File: src/hdl/pid_altitude_rate_controller_macros.svh
// Assertion macros shared by the altitude rate controller RTL.
`ifndef PID_ALTITUDE_RATE_CONTROLLER_MACROS_SVH
`define PID_ALTITUDE_RATE_CONTROLLER_MACROS_SVH

`ifndef SYNTHESIS
// Property must hold at every clock edge outside reset.
`define PIDAR_ASSERT(lbl, prop) \
  lbl: assert property (@(posedge clk_i) disable iff (!rst_ni) prop) \
    else $error("pidar: property violated");
// Condition must never be seen outside reset.
`define PIDAR_NEVER(lbl, cond) \
  lbl: assert property (@(posedge clk_i) disable iff (!rst_ni) !(cond)) \
    else $error("pidar: forbidden condition seen");
`else
`define PIDAR_ASSERT(lbl, prop)
`define PIDAR_NEVER(lbl, cond)
`endif

`endif

File: src/hdl/pidar_pkg.sv
// Types, constants and register map of the altitude rate controller.
`timescale 1ns / 1ps

package pidar_pkg;

  // Register map (byte address = 4 * index)
  localparam int unsigned RegAddrW = 5;
  localparam logic [2:0] RegTarget   = 3'd0;
  localparam logic [2:0] RegGainP    = 3'd1;
  localparam logic [2:0] RegGainI    = 3'd2;
  localparam logic [2:0] RegGainD    = 3'd3;
  localparam logic [2:0] RegMaxVel   = 3'd4;
  localparam logic [2:0] RegIntLimit = 3'd5;

  // Reset values of the registers
  localparam logic [30:0] TargetReset   = 31'd32768;
  localparam logic [23:0] GainPReset    = 24'd65536;
  localparam logic [23:0] GainIReset    = 24'd13107;
  localparam logic [23:0] GainDReset    = 24'd19661;
  localparam logic [30:0] MaxVelReset   = 31'd32768;
  localparam logic [30:0] IntLimitReset = 31'd131072;

  // Time step handling: 0.02 s replaces a zero step or one above 1.0 s
  localparam logic [16:0] DtDefault = 17'd1311;
  localparam logic [31:0] DtMax     = 32'd65536;

  // Derivative divider: 32-bit magnitude shifted up by 16
  localparam int unsigned DivSteps = 48;
  localparam int unsigned CntW     = $clog2(DivSteps);

  // Saturation bounds of the derivative
  localparam logic [31:0] DerivMax = 32'h7FFF_FFFF;
  localparam logic [31:0] DerivMin = 32'h8000_0000;

  typedef struct packed {
    logic [30:0] target_altitude;
    logic [23:0] gain_p;
    logic [23:0] gain_i;
    logic [23:0] gain_d;
    logic [30:0] max_velocity;
    logic [30:0] integral_limit;
  } cfg_t;

  typedef enum logic [3:0] {
    ST_IDLE,
    ST_ERRDT,
    ST_INTEG,
    ST_DIV,
    ST_DERIV,
    ST_MUL_P,
    ST_MUL_I,
    ST_MUL_D,
    ST_SUM,
    ST_FINISH
  } state_e;

  typedef enum logic [3:0] {
    OP_NONE,
    OP_LOAD,
    OP_ERRDT,
    OP_INTEG,
    OP_DIV,
    OP_DERIV,
    OP_MUL_P,
    OP_MUL_I,
    OP_MUL_D,
    OP_SUM,
    OP_FINISH
  } dp_op_e;

  typedef struct packed {
    dp_op_e op;
  } dp_cmd_t;

  typedef struct packed {
    logic div_last;  // divider performs its final step this cycle
    logic out_free;  // output register can take a new result
  } dp_stat_t;

endpackage

File: src/hdl/pidar_regs.sv
// APB configuration registers of the altitude rate controller.
`timescale 1ns / 1ps

module pidar_regs (
  input  logic                             clk_i,
  input  logic                             rst_ni,
  input  logic                             psel,
  input  logic                             penable,
  input  logic                             pwrite,
  input  logic [pidar_pkg::RegAddrW-1:0]   paddr,
  input  logic [31:0]                      pwdata,
  output logic [31:0]                      prdata,
  output logic                             pready,
  output pidar_pkg::cfg_t                  cfg_o
);
  import pidar_pkg::*;

  cfg_t       cfg_q, cfg_d;
  logic       wr_en;
  logic [2:0] idx;

  assign pready = 1'b1;
  assign wr_en  = psel && penable && pwrite;
  assign idx    = paddr[RegAddrW-1:2];
  assign cfg_o  = cfg_q;

  // Register write decode; unmapped indexes are ignored
  always_comb begin
    cfg_d = cfg_q;
    if (wr_en) begin
      case (idx)
        RegTarget:   cfg_d.target_altitude = pwdata[30:0];
        RegGainP:    cfg_d.gain_p          = pwdata[23:0];
        RegGainI:    cfg_d.gain_i          = pwdata[23:0];
        RegGainD:    cfg_d.gain_d          = pwdata[23:0];
        RegMaxVel:   cfg_d.max_velocity    = pwdata[30:0];
        RegIntLimit: cfg_d.integral_limit  = pwdata[30:0];
        default:     cfg_d = cfg_q;
      endcase
    end
  end

  always_ff @(posedge clk_i or negedge rst_ni) begin
    if (!rst_ni) begin
      cfg_q.target_altitude <= TargetReset;
      cfg_q.gain_p          <= GainPReset;
      cfg_q.gain_i          <= GainIReset;
      cfg_q.gain_d          <= GainDReset;
      cfg_q.max_velocity    <= MaxVelReset;
      cfg_q.integral_limit  <= IntLimitReset;
    end else begin
      cfg_q <= cfg_d;
    end
  end

  // Read mux; the setpoint reads back sign extended
  always_comb begin
    case (idx)
      RegTarget:   prdata = {cfg_q.target_altitude[30], cfg_q.target_altitude};
      RegGainP:    prdata = {8'd0, cfg_q.gain_p};
      RegGainI:    prdata = {8'd0, cfg_q.gain_i};
      RegGainD:    prdata = {8'd0, cfg_q.gain_d};
      RegMaxVel:   prdata = {1'b0, cfg_q.max_velocity};
      RegIntLimit: prdata = {1'b0, cfg_q.integral_limit};
      default:     prdata = 32'd0;
    endcase
  end

endmodule

File: config.mk
export PLATFORM = sky130hd
export DESIGN_NAME = pidar_regs
export DESIGN_NICKNAME = d
export VERILOG_FILES = /design/src/hdl/pid_altitude_rate_controller_macros.svh /design/src/hdl/pidar_pkg.sv /design/src/hdl/pidar_regs.sv
export SDC_FILE = /design/constraint.sdc
export NUM_CORES = 1
export LEC_CHECK = 0
export ABC_CLOCK_PERIOD_IN_PS = 1200
export BUFFER_PORTS_ARGS = -buffer_cell sky130_fd_sc_hd__buf_2
export CAP_MARGIN = 20
export CORE_MARGIN = 5
export CORE_UTILIZATION = 35
export DETAILED_ROUTE_END_ITERATION = 6
export HOLD_SLACK_MARGIN = 0.05
export PLACE_DENSITY = 0.71
export SYNTH_ARGS = -nofsm -noshare
export SYNTH_HDL_FRONTEND = slang
export SYNTH_SLANG_ARGS = --single-unit
File: constraint.sdc
create_clock -name clk_i -period 1.2 [get_ports clk_i]
set_clock_uncertainty 0.15 [all_clocks]
set_input_delay 0 -clock clk_i [delete_from_list [all_inputs] [get_ports clk_i]]
set_output_delay 0 -clock clk_i [all_outputs]
set_load 0.05 [all_outputs]
==> results.md <==
* Psw at about 11 mW
* Depth of the most critical reg-to-reg path at 4
* Synthesized area at a little under 0.008 mm²
* Root buffer cell: clkbuf_16
* Final setup viols at ~150
* Vias at around 6900
* Initial antenna violation count at 0
* DRC violations left at 0
* Peak Freq at 542.9 MHz
* Area growth from synthesis to layout at 102.9%
* Switching Fraction at about two fifths
* Final wirelength at about 32000 µm
* Max_cap viols at 0
* Aggregate global routing overflow at 0
* Ys Warns at 0
* Design area at about 0.016 mm²
* Post-Syn Nets at 597
* Clk sinks at roughly 170
* Startpoint Class: flop
* CP endpoint kind: primary output
* Die W at about 160 µm
* Slew Viols, Final at 0
* Syn Area/Cell at between 10 and 15 µm²
* Met1 WL at around 13000 µm
* CTS tree: done
* Commonest cells post-synth: mux2_2, dfrtp_1, mux2i_1, dfstp_2, nand2_1
* Violated checks: negative hold slack, negative setup slack
* Worst Slack Setup Final at -642.0 ps
* DR WL met2 at between 15000 and 20000 µm
* Hold/Removal Path Class: in2async
* WL met3 at 1842 µm
* Status: finished with violations
* Gate Count Post-Synth at ~560
* Max reg flops at approximately 170
* Power density of the placed cells at roughly 1800 mW/mm²
* Crit Path Max Fanout at 2
* Placed cell area at between 0.01 and 0.015 mm²
* Skew-Pair Late Insertion Delay at 430 ps
* Clock transition at the registers of the reported paths at 70 ps
* Routed Antenna Nets at 0
* Peak supply drop at 1.049 mV
* Internal power at 17.49 mW
* Post-Place Setup Slack at -342.9 ps
* Top Ports at 240
* Area leader, netlist: dfrtp_1
* Placeable Area at ~0.022 mm²
* Antenna cells at 0
* Asr flop ratio synth at 100.0%
* Number of distinct library cells after synthesis at 39
* Final #Nets at about 1100
* Reg2reg end: cfg_o[99]$_DFFE_PN1P_
* Post-Place Cells at 1208
* Via density at between 5 and 6
* Num CTS Buffers at 17
* Hold Vio Cnt, Final at 20
* Global Route Usage Sum at 24.06%
* Power share of the sequential group at 27.8%
* Initial DRC Count at roughly 280
* Top sig layer: met4
* Post-DR wirelength/cell at 23.74 µm
* R2r setup slk at 0 ps
* Largest net degree at the start of global routing at 38
* Worst Path Required at approximately 1100 ps
* Critical Path AT at approximately 1700 ps
* Leakage at ~7 nW
* Via count of the first global-routing pass at around 7600
* Row cnt at 54
* Seq/Total Area, Yosys at 53.69%
* Reg2reg start: cfg_o[99]$_DFFE_PN1P_
* Min Tclk post-route at ~1800 ps
* Worst Setup Path Type: reg2out
* Fin Setup TNS at -25110 ps
* RSZ-0062 raised after global routing: yes
* Top-count cell post-synth: mux2_2
* Die height at 158.7 µm
* Synth area leaders: dfrtp_1, mux2_2, dfstp_2, mux2i_1, buf_4
* Hold Slack at -120.0 ps
* Final GP Congestion at about 0.84
* CTS H-Tree Depth at 4
* Yosys top cell area share at between 40% and 50%
* Die area at roughly 0.025 mm²
* Pre-antenna DRT Iters at 4
* Port Buffers at about 240
* Synthesized flop and latch total at approximately 170
* CP startpoint: cfg_o[140]$_DFFE_PN0P_
* HPWL after detailed placement at 18990 µm
* Final period util at 153.5%
* Primary FF master, synth: dfrtp_1
* First-pass GRT wire length at ~46000 µm
* Final non-filler cell total at around 1300
* Part of the power in the clock network at 19.7%
* Maximum root-to-sink buffer count at 2
* Hold-fix buffers, CTS at 32
* EDFF count, synth at 0
* Comb pwr share at 52.5%
* Initial Util at between 30% and 40%
* Layout cells sized above 1 at 86.46%
## critical path, cell delays in order (launching register included)
cell and delay, ps:
dfrtp_2 400, mux2_4 270, a221oi_2 220, buf_4 160, a31oi_4 40, buf_8 160
## what timing repair did
action	4_1_cts	5_1_grt
hold endpoints to repair	330	20
pin swaps	25	11
buffers inserted	29	83
resized for setup	631	92
setup endpoints to repair	197	179
## cell families after synthesis
group | count (synthesis) | synth area share [%]
AOI/OAI and AO/OA | 61 | 5.595
muxes | 226 | 32.37
other | 1 | 0.04847
buffers and inverters | 42 | 3.476
DFF | 165 | 53.69
and+or+nand+nor | 60 | 4.819
## worst max path at each step
| stage | slack (ps) | end |
|---|---|---|
| 2_1_floorplan | -280 | prdata[2] |
| 3_3_place_gp | -320 | prdata[3] |
| 3_5_place_dp | -340 | cfg_o[51]$_DFFE_PN0P_ |
| 4_1_cts | -640 | prdata[3] |
| 5_1_grt | -710 | prdata[6] |
| 6_report | -640 | prdata[6] |
## final cells by class
class                      count  area [µm²]
multi-input combinational    348        4634
clock buffer                  21       470.5
fill                        1238        6123
tap                          280       350.3
clock inverter                11       125.1
inverter                       1       3.754
sequential                   165        4290
timing repair buffer         503        5826
## through the flow
| step | hold WS [ps] | power (mW) | utilization [%] |
|---|---|---|---|
| 2_1_floorplan | -445.6 | 15.02 | - |
| 3_3_place_gp | -252.1 | 18.33 | 54.86 |
| 3_5_place_dp | -254.5 | 18.50 | 54.86 |
| 4_1_cts | -138.2 | 27.59 | 69.26 |
| 5_1_grt | -105.3 | 29.50 | 71.94 |
| 6_report | -120.0 | 28.55 | 71.94 |
## per-layer routing
metal	up-vias	track usage, %
met5	-	0
met4	0	10.84
met3	85	6.360
met2	272	39.57
met1	3551	29.71
li1	3002	-
## placed cells by master, fill, tap and decap left out, drive strengths merged, types with 2 or more instances in the layout
cell type      n
dfrtp        145
nor2b          2
a211o          3
inv            2
mux2         194
nand4b         2
clkinvlp       2
a22oi          7
a21o           3
dlygate4sd3   32
o221ai         9
clkbuf        21
clkinv         6
nand3b         2
bufinv         2
a31oi          9
nand3          5
a221oi         9
o21a           2
nor3b          3
nand2         20
dfstp         20
o21ai          6
nand2b         3
nor2          11
buf          471
or3            6
a211oi         3
a21oi         10
mux2i         32
nor3           3
## power groups by stage
stage | clock network (mW) | registers [mW] | logic, mW
after CTS | 5.70 | 7.85 | 14.0
after global routing | 5.94 | 8.07 | 15.5
final | 5.62 | 7.95 | 15.0
after detailed placement | 0 | 7.71 | 10.8
after floorplan | 0 | 11.7 | 3.37
after global placement | 0 | 7.66 | 10.7
(Power assumes the default switching activity.)
