$ cat src/hdl/pid_altitude_rate_controller_macros.svh
// Assertion macros shared by the altitude rate controller RTL.
`ifndef PID_ALTITUDE_RATE_CONTROLLER_MACROS_SVH
`define PID_ALTITUDE_RATE_CONTROLLER_MACROS_SVH

`ifndef SYNTHESIS
// Property must hold at every clock edge outside reset.
`define PIDAR_ASSERT(lbl, prop) \
  lbl: assert property (@(posedge clk_i) disable iff (!rst_ni) prop) \
    else $error("pidar: property violated");
// Condition must never be seen outside reset.
`define PIDAR_NEVER(lbl, cond) \
  lbl: assert property (@(posedge clk_i) disable iff (!rst_ni) !(cond)) \
    else $error("pidar: forbidden condition seen");
`else
`define PIDAR_ASSERT(lbl, prop)
`define PIDAR_NEVER(lbl, cond)
`endif

`endif

$ cat src/hdl/pidar_pkg.sv
// Types, constants and register map of the altitude rate controller.
`timescale 1ns / 1ps

package pidar_pkg;

  // Register map (byte address = 4 * index)
  localparam int unsigned RegAddrW = 5;
  localparam logic [2:0] RegTarget   = 3'd0;
  localparam logic [2:0] RegGainP    = 3'd1;
  localparam logic [2:0] RegGainI    = 3'd2;
  localparam logic [2:0] RegGainD    = 3'd3;
  localparam logic [2:0] RegMaxVel   = 3'd4;
  localparam logic [2:0] RegIntLimit = 3'd5;

  // Reset values of the registers
  localparam logic [30:0] TargetReset   = 31'd32768;
  localparam logic [23:0] GainPReset    = 24'd65536;
  localparam logic [23:0] GainIReset    = 24'd13107;
  localparam logic [23:0] GainDReset    = 24'd19661;
  localparam logic [30:0] MaxVelReset   = 31'd32768;
  localparam logic [30:0] IntLimitReset = 31'd131072;

  // Time step handling: 0.02 s replaces a zero step or one above 1.0 s
  localparam logic [16:0] DtDefault = 17'd1311;
  localparam logic [31:0] DtMax     = 32'd65536;

  // Derivative divider: 32-bit magnitude shifted up by 16
  localparam int unsigned DivSteps = 48;
  localparam int unsigned CntW     = $clog2(DivSteps);

  // Saturation bounds of the derivative
  localparam logic [31:0] DerivMax = 32'h7FFF_FFFF;
  localparam logic [31:0] DerivMin = 32'h8000_0000;

  typedef struct packed {
    logic [30:0] target_altitude;
    logic [23:0] gain_p;
    logic [23:0] gain_i;
    logic [23:0] gain_d;
    logic [30:0] max_velocity;
    logic [30:0] integral_limit;
  } cfg_t;

  typedef enum logic [3:0] {
    ST_IDLE,
    ST_ERRDT,
    ST_INTEG,
    ST_DIV,
    ST_DERIV,
    ST_MUL_P,
    ST_MUL_I,
    ST_MUL_D,
    ST_SUM,
    ST_FINISH
  } state_e;

  typedef enum logic [3:0] {
    OP_NONE,
    OP_LOAD,
    OP_ERRDT,
    OP_INTEG,
    OP_DIV,
    OP_DERIV,
    OP_MUL_P,
    OP_MUL_I,
    OP_MUL_D,
    OP_SUM,
    OP_FINISH
  } dp_op_e;

  typedef struct packed {
    dp_op_e op;
  } dp_cmd_t;

  typedef struct packed {
    logic div_last;  // divider performs its final step this cycle
    logic out_free;  // output register can take a new result
  } dp_stat_t;

endpackage

$ cat src/hdl/pidar_ctrl.sv
// Sequencer of the altitude rate controller: steps the datapath per item.
`timescale 1ns / 1ps

module pidar_ctrl (
  input  logic                clk_i,
  input  logic                rst_ni,
  input  logic                in_valid_i,
  output logic                in_stall_o,
  input  pidar_pkg::dp_stat_t stat_i,
  output pidar_pkg::dp_cmd_t  cmd_o
);
  import pidar_pkg::*;

  state_e state_q, state_d;

  always_ff @(posedge clk_i or negedge rst_ni) begin
    if (!rst_ni) begin
      state_q <= ST_IDLE;
    end else begin
      state_q <= state_d;
    end
  end

  // Next state and datapath command
  always_comb begin
    state_d    = state_q;
    cmd_o.op   = OP_NONE;
    in_stall_o = 1'b1;
    case (state_q)
      ST_IDLE: begin
        in_stall_o = 1'b0;
        if (in_valid_i) begin
          cmd_o.op = OP_LOAD;
          state_d  = ST_ERRDT;
        end
      end
      ST_ERRDT: begin
        cmd_o.op = OP_ERRDT;
        state_d  = ST_INTEG;
      end
      ST_INTEG: begin
        cmd_o.op = OP_INTEG;
        state_d  = ST_DIV;
      end
      ST_DIV: begin
        cmd_o.op = OP_DIV;
        if (stat_i.div_last) begin
          state_d = ST_DERIV;
        end
      end
      ST_DERIV: begin
        cmd_o.op = OP_DERIV;
        state_d  = ST_MUL_P;
      end
      ST_MUL_P: begin
        cmd_o.op = OP_MUL_P;
        state_d  = ST_MUL_I;
      end
      ST_MUL_I: begin
        cmd_o.op = OP_MUL_I;
        state_d  = ST_MUL_D;
      end
      ST_MUL_D: begin
        cmd_o.op = OP_MUL_D;
        state_d  = ST_SUM;
      end
      ST_SUM: begin
        cmd_o.op = OP_SUM;
        state_d  = ST_FINISH;
      end
      ST_FINISH: begin
        // wait here while the previous result is still held
        if (stat_i.out_free) begin
          cmd_o.op = OP_FINISH;
          state_d  = ST_IDLE;
        end
      end
      default: begin
        state_d = ST_IDLE;
      end
    endcase
  end

endmodule

$ cat config.mk
export PLATFORM = sky130hd
export DESIGN_NAME = pidar_ctrl
export DESIGN_NICKNAME = d
export VERILOG_FILES = /design/src/hdl/pid_altitude_rate_controller_macros.svh /design/src/hdl/pidar_pkg.sv /design/src/hdl/pidar_ctrl.sv
export SDC_FILE = /design/constraint.sdc
export NUM_CORES = 1
export LEC_CHECK = 0
export BUFFER_PORTS_ARGS = -buffer_cell sky130_fd_sc_hd__buf_2
export CAP_MARGIN = 20
export CORE_AREA = 3 3 40 42
export DETAILED_ROUTE_END_ITERATION = 12
export DIE_AREA = 0 0 43 45
export GPL_TIMING_DRIVEN = 0
export SKIP_LAST_GASP = 1
export SLEW_MARGIN = 30
export SYNTH_ARGS = -nofsm -noshare
export SYNTH_HDL_FRONTEND = slang
export SYNTH_SLANG_ARGS = --single-unit
$ cat constraint.sdc
create_clock -name clk_i -period 1.85 [get_ports clk_i]
set_input_delay 0.2775 -clock clk_i [delete_from_list [all_inputs] [get_ports clk_i]]
set_output_delay 0.2775 -clock clk_i [all_outputs]
set_load 0.01 [all_outputs]
==> results of run 1 <==
per-layer routing:
layer | track usage | vias up | routed length, µm
met2 | 0.0988 | 5 | 324
met5 | 0 | - | 0
li1 | - | 147 | -
met1 | 0.0951 | 126 | 292
met3 | 0.0239 | 0 | 13
met4 | 0.108 | 0 | 0
worst min-delay path: stages:
cell and delay, ns:
buf_2 0.09, nor2_1 0.03, nor2_1 0.08, nor3_1 0.05
path summary, 6_finish.rpt:
| check | startpoint | end | slack [ns] |
|---|---|---|---|
| min | stat_i[1] | state_q[1] | 0.33 |
| max | state_q[1] | in_stall_o | 0.16 |
| max reg2reg | state_q[1] | state_q[0] | 0.65 |
| min in group asynchronous | rst_ni | state_q[1] | 0.38 |
| max in group asynchronous | rst_ni | state_q[0] | 1.35 |
| min reg2reg | state_q[1] | state_q[1] | 0.68 |
power by group:
part	switching, mW	total, mW	internal (mW)	leakage, nW
logic	0.269	0.495	0.227	0.121
registers	0.0148	0.148	0.133	0.0490
clock network	0.0370	0.110	0.0726	0.0138
final cells by class:
type | instances | area [µm²]
Multi-Input combinational cell | 28 | 169
Buffer | 4 | 26.3
Sequential cell | 4 | 100
Fill cell | 142 | 893
Clock buffer | 3 | 22.5
Timing Repair Buffer | 10 | 55.1
Tap cell | 15 | 18.8
metrics by stage:
step                      area, µm²  hold slack, ns  power, mW  worst slack (ns)  instances
final                           392           0.330      0.753             0.158         64
after global routing            392           0.369      0.837            0.0804         64
after CTS                       392           0.314      0.770             0.143         64
after detailed placement        359          0.0836      0.652             0.401         60
after global placement          359          0.0833      0.642             0.407         60
after floorplan                 295         -0.0181      0.513             0.505         36
placed cells by master, fill, tap and decap left out, drive strengths merged:
cell type / synthesis / layout
dlygate4sd3: 0 / 1
nor2b: 2 / 2
nor4: 1 / 1
nand2b: 2 / 2
nor2: 5 / 5
a21o: 1 / 1
a211oi: 1 / 1
and2: 1 / 1
dfrtp: 4 / 4
or2: 1 / 1
o21ai: 3 / 3
or3: 1 / 1
xor2: 1 / 1
nor3: 1 / 1
nor3b: 4 / 4
nand4b: 1 / 1
clkbuf: 0 / 3
nand2: 2 / 2
a21oi: 1 / 1
buf: 4 / 13
cells by family (layout without fill, tap and decap cells):
logic type | Yosys count | count (layout) | share of synthesized area
compound gates | 6 | 6 | 0.136
xor+xnor | 1 | 1 | 0.0297
buf+inv | 4 | 17 | 0.0890
flops | 4 | 4 | 0.339
simple gates | 21 | 21 | 0.407
==> results.txt, run 1 <==
Status - complete, no violations
DR WL/cell - 9.84 µm
TNS Setup - 0 ns
Clock Tree Buf Depth - 2
Share of cells above drive strength 1 - 0.347
Power density cells - 1920 nW/µm²
Hold depth - 4
Vias in the first global route - 254
Max Slew Vio Count - 0
Clock sinks - 4
First-pass GRT wire length - 1050 µm
Post_cts resized - 0
Crit path max fanout - 10
Core Footprint - 1280 µm²
Number of flops mapped to enable cells by yosys - 0
CP Buf/Inv Count - 2
CP max-delay cell - dfrtp_1
Startpoint types - register
Post-route fraction of the period consumed by the critical path - 0.915
CP Depth - 4
Seq/Total Area, Yosys - 0.339
Die W - 43 µm
Cell leakage power - 0.183 nW
Class of the worst hold path - primary input to register
Yosys warnings - 0
Top cells by area, synth - dfrtp_1, nor3b_1, nor2_1, buf_2, o21ai_0
Mean Syn Cell Area - 8.20 µm²
Clk pin slew, worst setup/hold paths - 0.04 ns
Final-stage net count - 56
Routed Antenna Nets - 0
Mapped Area - 295 µm²
Max reg flops - 4
I/O pin count - 10
Via count - 278
CTS tree - built
RSZ-0062 raised after global routing - no
Setup Fix Bufs, Post-CTS - 0
Diode count - 0
Global placer's final weighted congestion - 0.752
Final Hold Fails - 0
Setup Viol. Count Final - 0
Number of max-cap violations - 0
Cell count after synthesis - 36
Worst slew margin - 0.802
Total GRT Usage - 0.0803
WL final - 630 µm
Critical path class - register to output port
Cell type with the highest aggregate area in the netlist - dfrtp_1
Inserted Clock Buffers - 3
Global route overflow - 0
Crit path DAT - 1.41 ns
Synthesis-to-layout area growth - 32.6%
Worst reg-to-reg path cell count - 4
Crit path capture type - output port
Drt drc - 0
Post-CTS Hold Fix Bufs - 1
Worst-skew pair later-pin latency - 0.24 ns
Clock Skew - 0.00600 ns
Share of the synthesized area in the top cell type - 0.339
Fmax - 591 MHz
Crit path max-delay family - simple AND/OR/NAND/NOR gates
Die area - 1940 µm²
Critical Path RT - 1.57 ns
DR pass1 iterations - 4
Crit path cell chain - buf_6 -> or2_1 -> or3_1 -> buf_2
Async set-or-reset flop fraction in the synthesized netlist - 1.00
List of most frequent post-synthesis cells - nor2_1, dfrtp_1, nor3b_1, buf_2, o21ai_0
Largest net degree at the start of global routing - 11
H-tree depth - 1
Final Util - 0.305
Vias per inst - 4.34
CTS root buffer - clkbuf_4
Biggest register - state_q
Max incr delay on CP - 0.36 ns
Post-Syn Nets - 41
Max rail drop VDD - 0.720 mV
Minimum clock period - 1.69 ns
Most frequent cell after synthesis - nor2_1
Row cnt - 13
Die Height - 45 µm
Library cells used by synthesis - 19
Worst-margin pin slew - 0.294 ns
Starting Density - 0.230
Ys flop type - dfrtp_1
Initial antenna violation count - 0
Port Buffer Count - 9
Regs by FF count - state_q x4
HPWL Detailed - 447 µm
Synth Register Bits - 4
Number of DRC markers in iteration 0 - 10
(Power assumes the default switching activity.)
==> run 2, diff against run 1 <==
==> constraint.sdc (replaced) <==
create_clock -name clk_i -period 1.5 [get_ports clk_i]
set_input_delay 0.225 -clock clk_i [delete_from_list [all_inputs] [get_ports clk_i]]
set_output_delay 0.225 -clock clk_i [all_outputs]
set_load 0.01 [all_outputs]
==> results.txt, run 2 (synthesis results as in run 1) <==
Multi-input logic area - 190 µm²
Starting Density - 0.230
Net Sw Frac - 0.416
Max reg flops - 4
H-tree depth - 1
Final Hold Fails - 0
Status - finished with violations
Minimum clock period - 1.59 ns
Clk pin slew, worst setup/hold paths - 0.04 ns
Synthesis-to-layout area growth - 47.0%
Drt drc - 0
Critical Path RT - 1.27 ns
Worst-margin pin slew - 0.296 ns
Final-stage net count - 58
Setup Viol. Count Final - 3
DR pass1 iterations - 4
Class of the worst hold path - primary input to register
RSZ-0062 raised after global routing - yes
Combinational share of power - 0.672
Max Slew Vio Count - 0
Max rail drop VDD - 0.845 mV
Crit path cell chain - or2_4 -> or3_1 -> buf_2
Cell leakage power - 0.200 nW
Power density cells - 2430 nW/µm²
Row cnt - 13
Core Footprint - 1280 µm²
Global placer's final weighted congestion - 0.752
Die Height - 45 µm
Psw - 0.439 mW
Routed Antenna Nets - 0
Share of cells above drive strength 1 - 0.471
HPWL Detailed - 447 µm
Final Non-Filler Cells - 66
Initial antenna violation count - 0
Clock Tree Buf Depth - 2
Crit path capture type - output port
Fmax - 628 MHz
CTS root buffer - clkbuf_4
Via count - 297
FILL cells - 141
Global route overflow - 0
Inst Count DP - 60
Number of DRC markers in iteration 0 - 2
DR WL/cell - 10.2 µm
I/O pin count - 10
Regs by FF count - state_q x4
Vias in the first global route - 276
Crit path max fanout - 3
Total GRT Usage - 0.0828
Crit path DAT - 1.37 ns
First-pass GRT wire length - 1090 µm
Commonest non-fill, non-tap cell in the layout - buf_2
Int Power - 0.615 mW
Reg area - 101 µm²
Worst-skew pair later-pin latency - 0.25 ns
Number of max-cap violations - 0
CP max-delay cell - dfrtp_1
Critical path class - register to output port
Die area - 1940 µm²
WL final - 674 µm
Setup slack at placement - 0.104 ns
Port Buffer Count - 9
Post-route setup slack - -0.0925 ns
Most frequent cells in the layout - buf_2, nor2_1, buf_4, nor3b_1
Die W - 43 µm
Clock power frac - 0.135
Biggest register - state_q
Startpoint types - register
Diode count - 0
Vias per inst - 4.50
Clock Skew - 0.00775 ns
Inserted Clock Buffers - 3
Power Total - 1.05 mW
Failing checks - negative setup slack
Max incr delay on CP - 0.39 ns
Clock sinks - 4
Worst slew margin - 0.801
Largest net degree at the start of global routing - 11
Post-route fraction of the period consumed by the critical path - 1.06
Sequential share of power - 0.193
CTS tree - built
[run 2: layer usage]
layer / vias up / routed length (µm) / track usage
met2: 10 / 349 / 0.114
met1: 132 / 271 / 0.0902
met5: - / 0 / 0
met4: 0 / 26 / 0.108
met3: 3 / 27 / 0.0239
li1: 152 / - / -
[run 2: per-stage QoR]
step / hold slack (ns) / utilization / setup TNS, ns / cell area [µm²]
after global placement: 0.0308 / 0.279 / 0 / 359
after detailed placement: 0.0311 / 0.279 / 0 / 359
after global routing: 0.323 / 0.338 / -0.363 / 434
final: 0.268 / 0.338 / -0.132 / 434
after floorplan: -0.0706 / - / 0 / 295
after CTS: 0.261 / 0.328 / -0.365 / 422
[run 2: repair_timing]
| action | in CTS | in global routing |
|---|---|---|
| buffers inserted | 4 | 0 |
| hold buffers | 1 | 0 |
| gates resized for setup | 2 | 7 |
| endpoints found under the hold margin | 4 | 0 |
| pin swaps | 2 | 5 |
| endpoints found under the setup margin | 3 | 5 |
[run 2: cell type report]
class / instances / share of cell area
Buffer: 2 / 0.0288
Tap cell: 15 / 0.0432
Clock buffer: 3 / 0.0519
Multi-Input combinational cell: 28 / 0.438
Timing Repair Buffer: 14 / 0.205
Sequential cell: 4 / 0.233
[run 2: final timing paths]
kind,from,end,slack [ns],depth (start not counted)
min in group asynchronous,rst_ni,state_q[1],0.31,2
min reg2reg,state_q[3],state_q[1],0.64,2
max,state_q[1],in_stall_o,-0.09,3
max reg2reg,state_q[1],state_q[2],0.29,4
min,stat_i[1],state_q[1],0.27,4
max in group asynchronous,rst_ni,state_q[2],1.05,2
[run 2: worst max-delay path: cells and delay by family (launching register included)]
kind                   cells  cell delay, ns
and+or+nand+nor            2            0.59
DFF                        1            0.39
buffers and inverters      1            0.14
[run 2: power by group through the flow]
stage | combinational, mW | sequential, mW | clock, mW
final | 0.708 | 0.203 | 0.142
after global placement | 0.608 | 0.184 | 0
after global routing | 0.788 | 0.210 | 0.142
after CTS | 0.686 | 0.197 | 0.143
after floorplan | 0.453 | 0.180 | 0
after detailed placement | 0.619 | 0.185 | 0
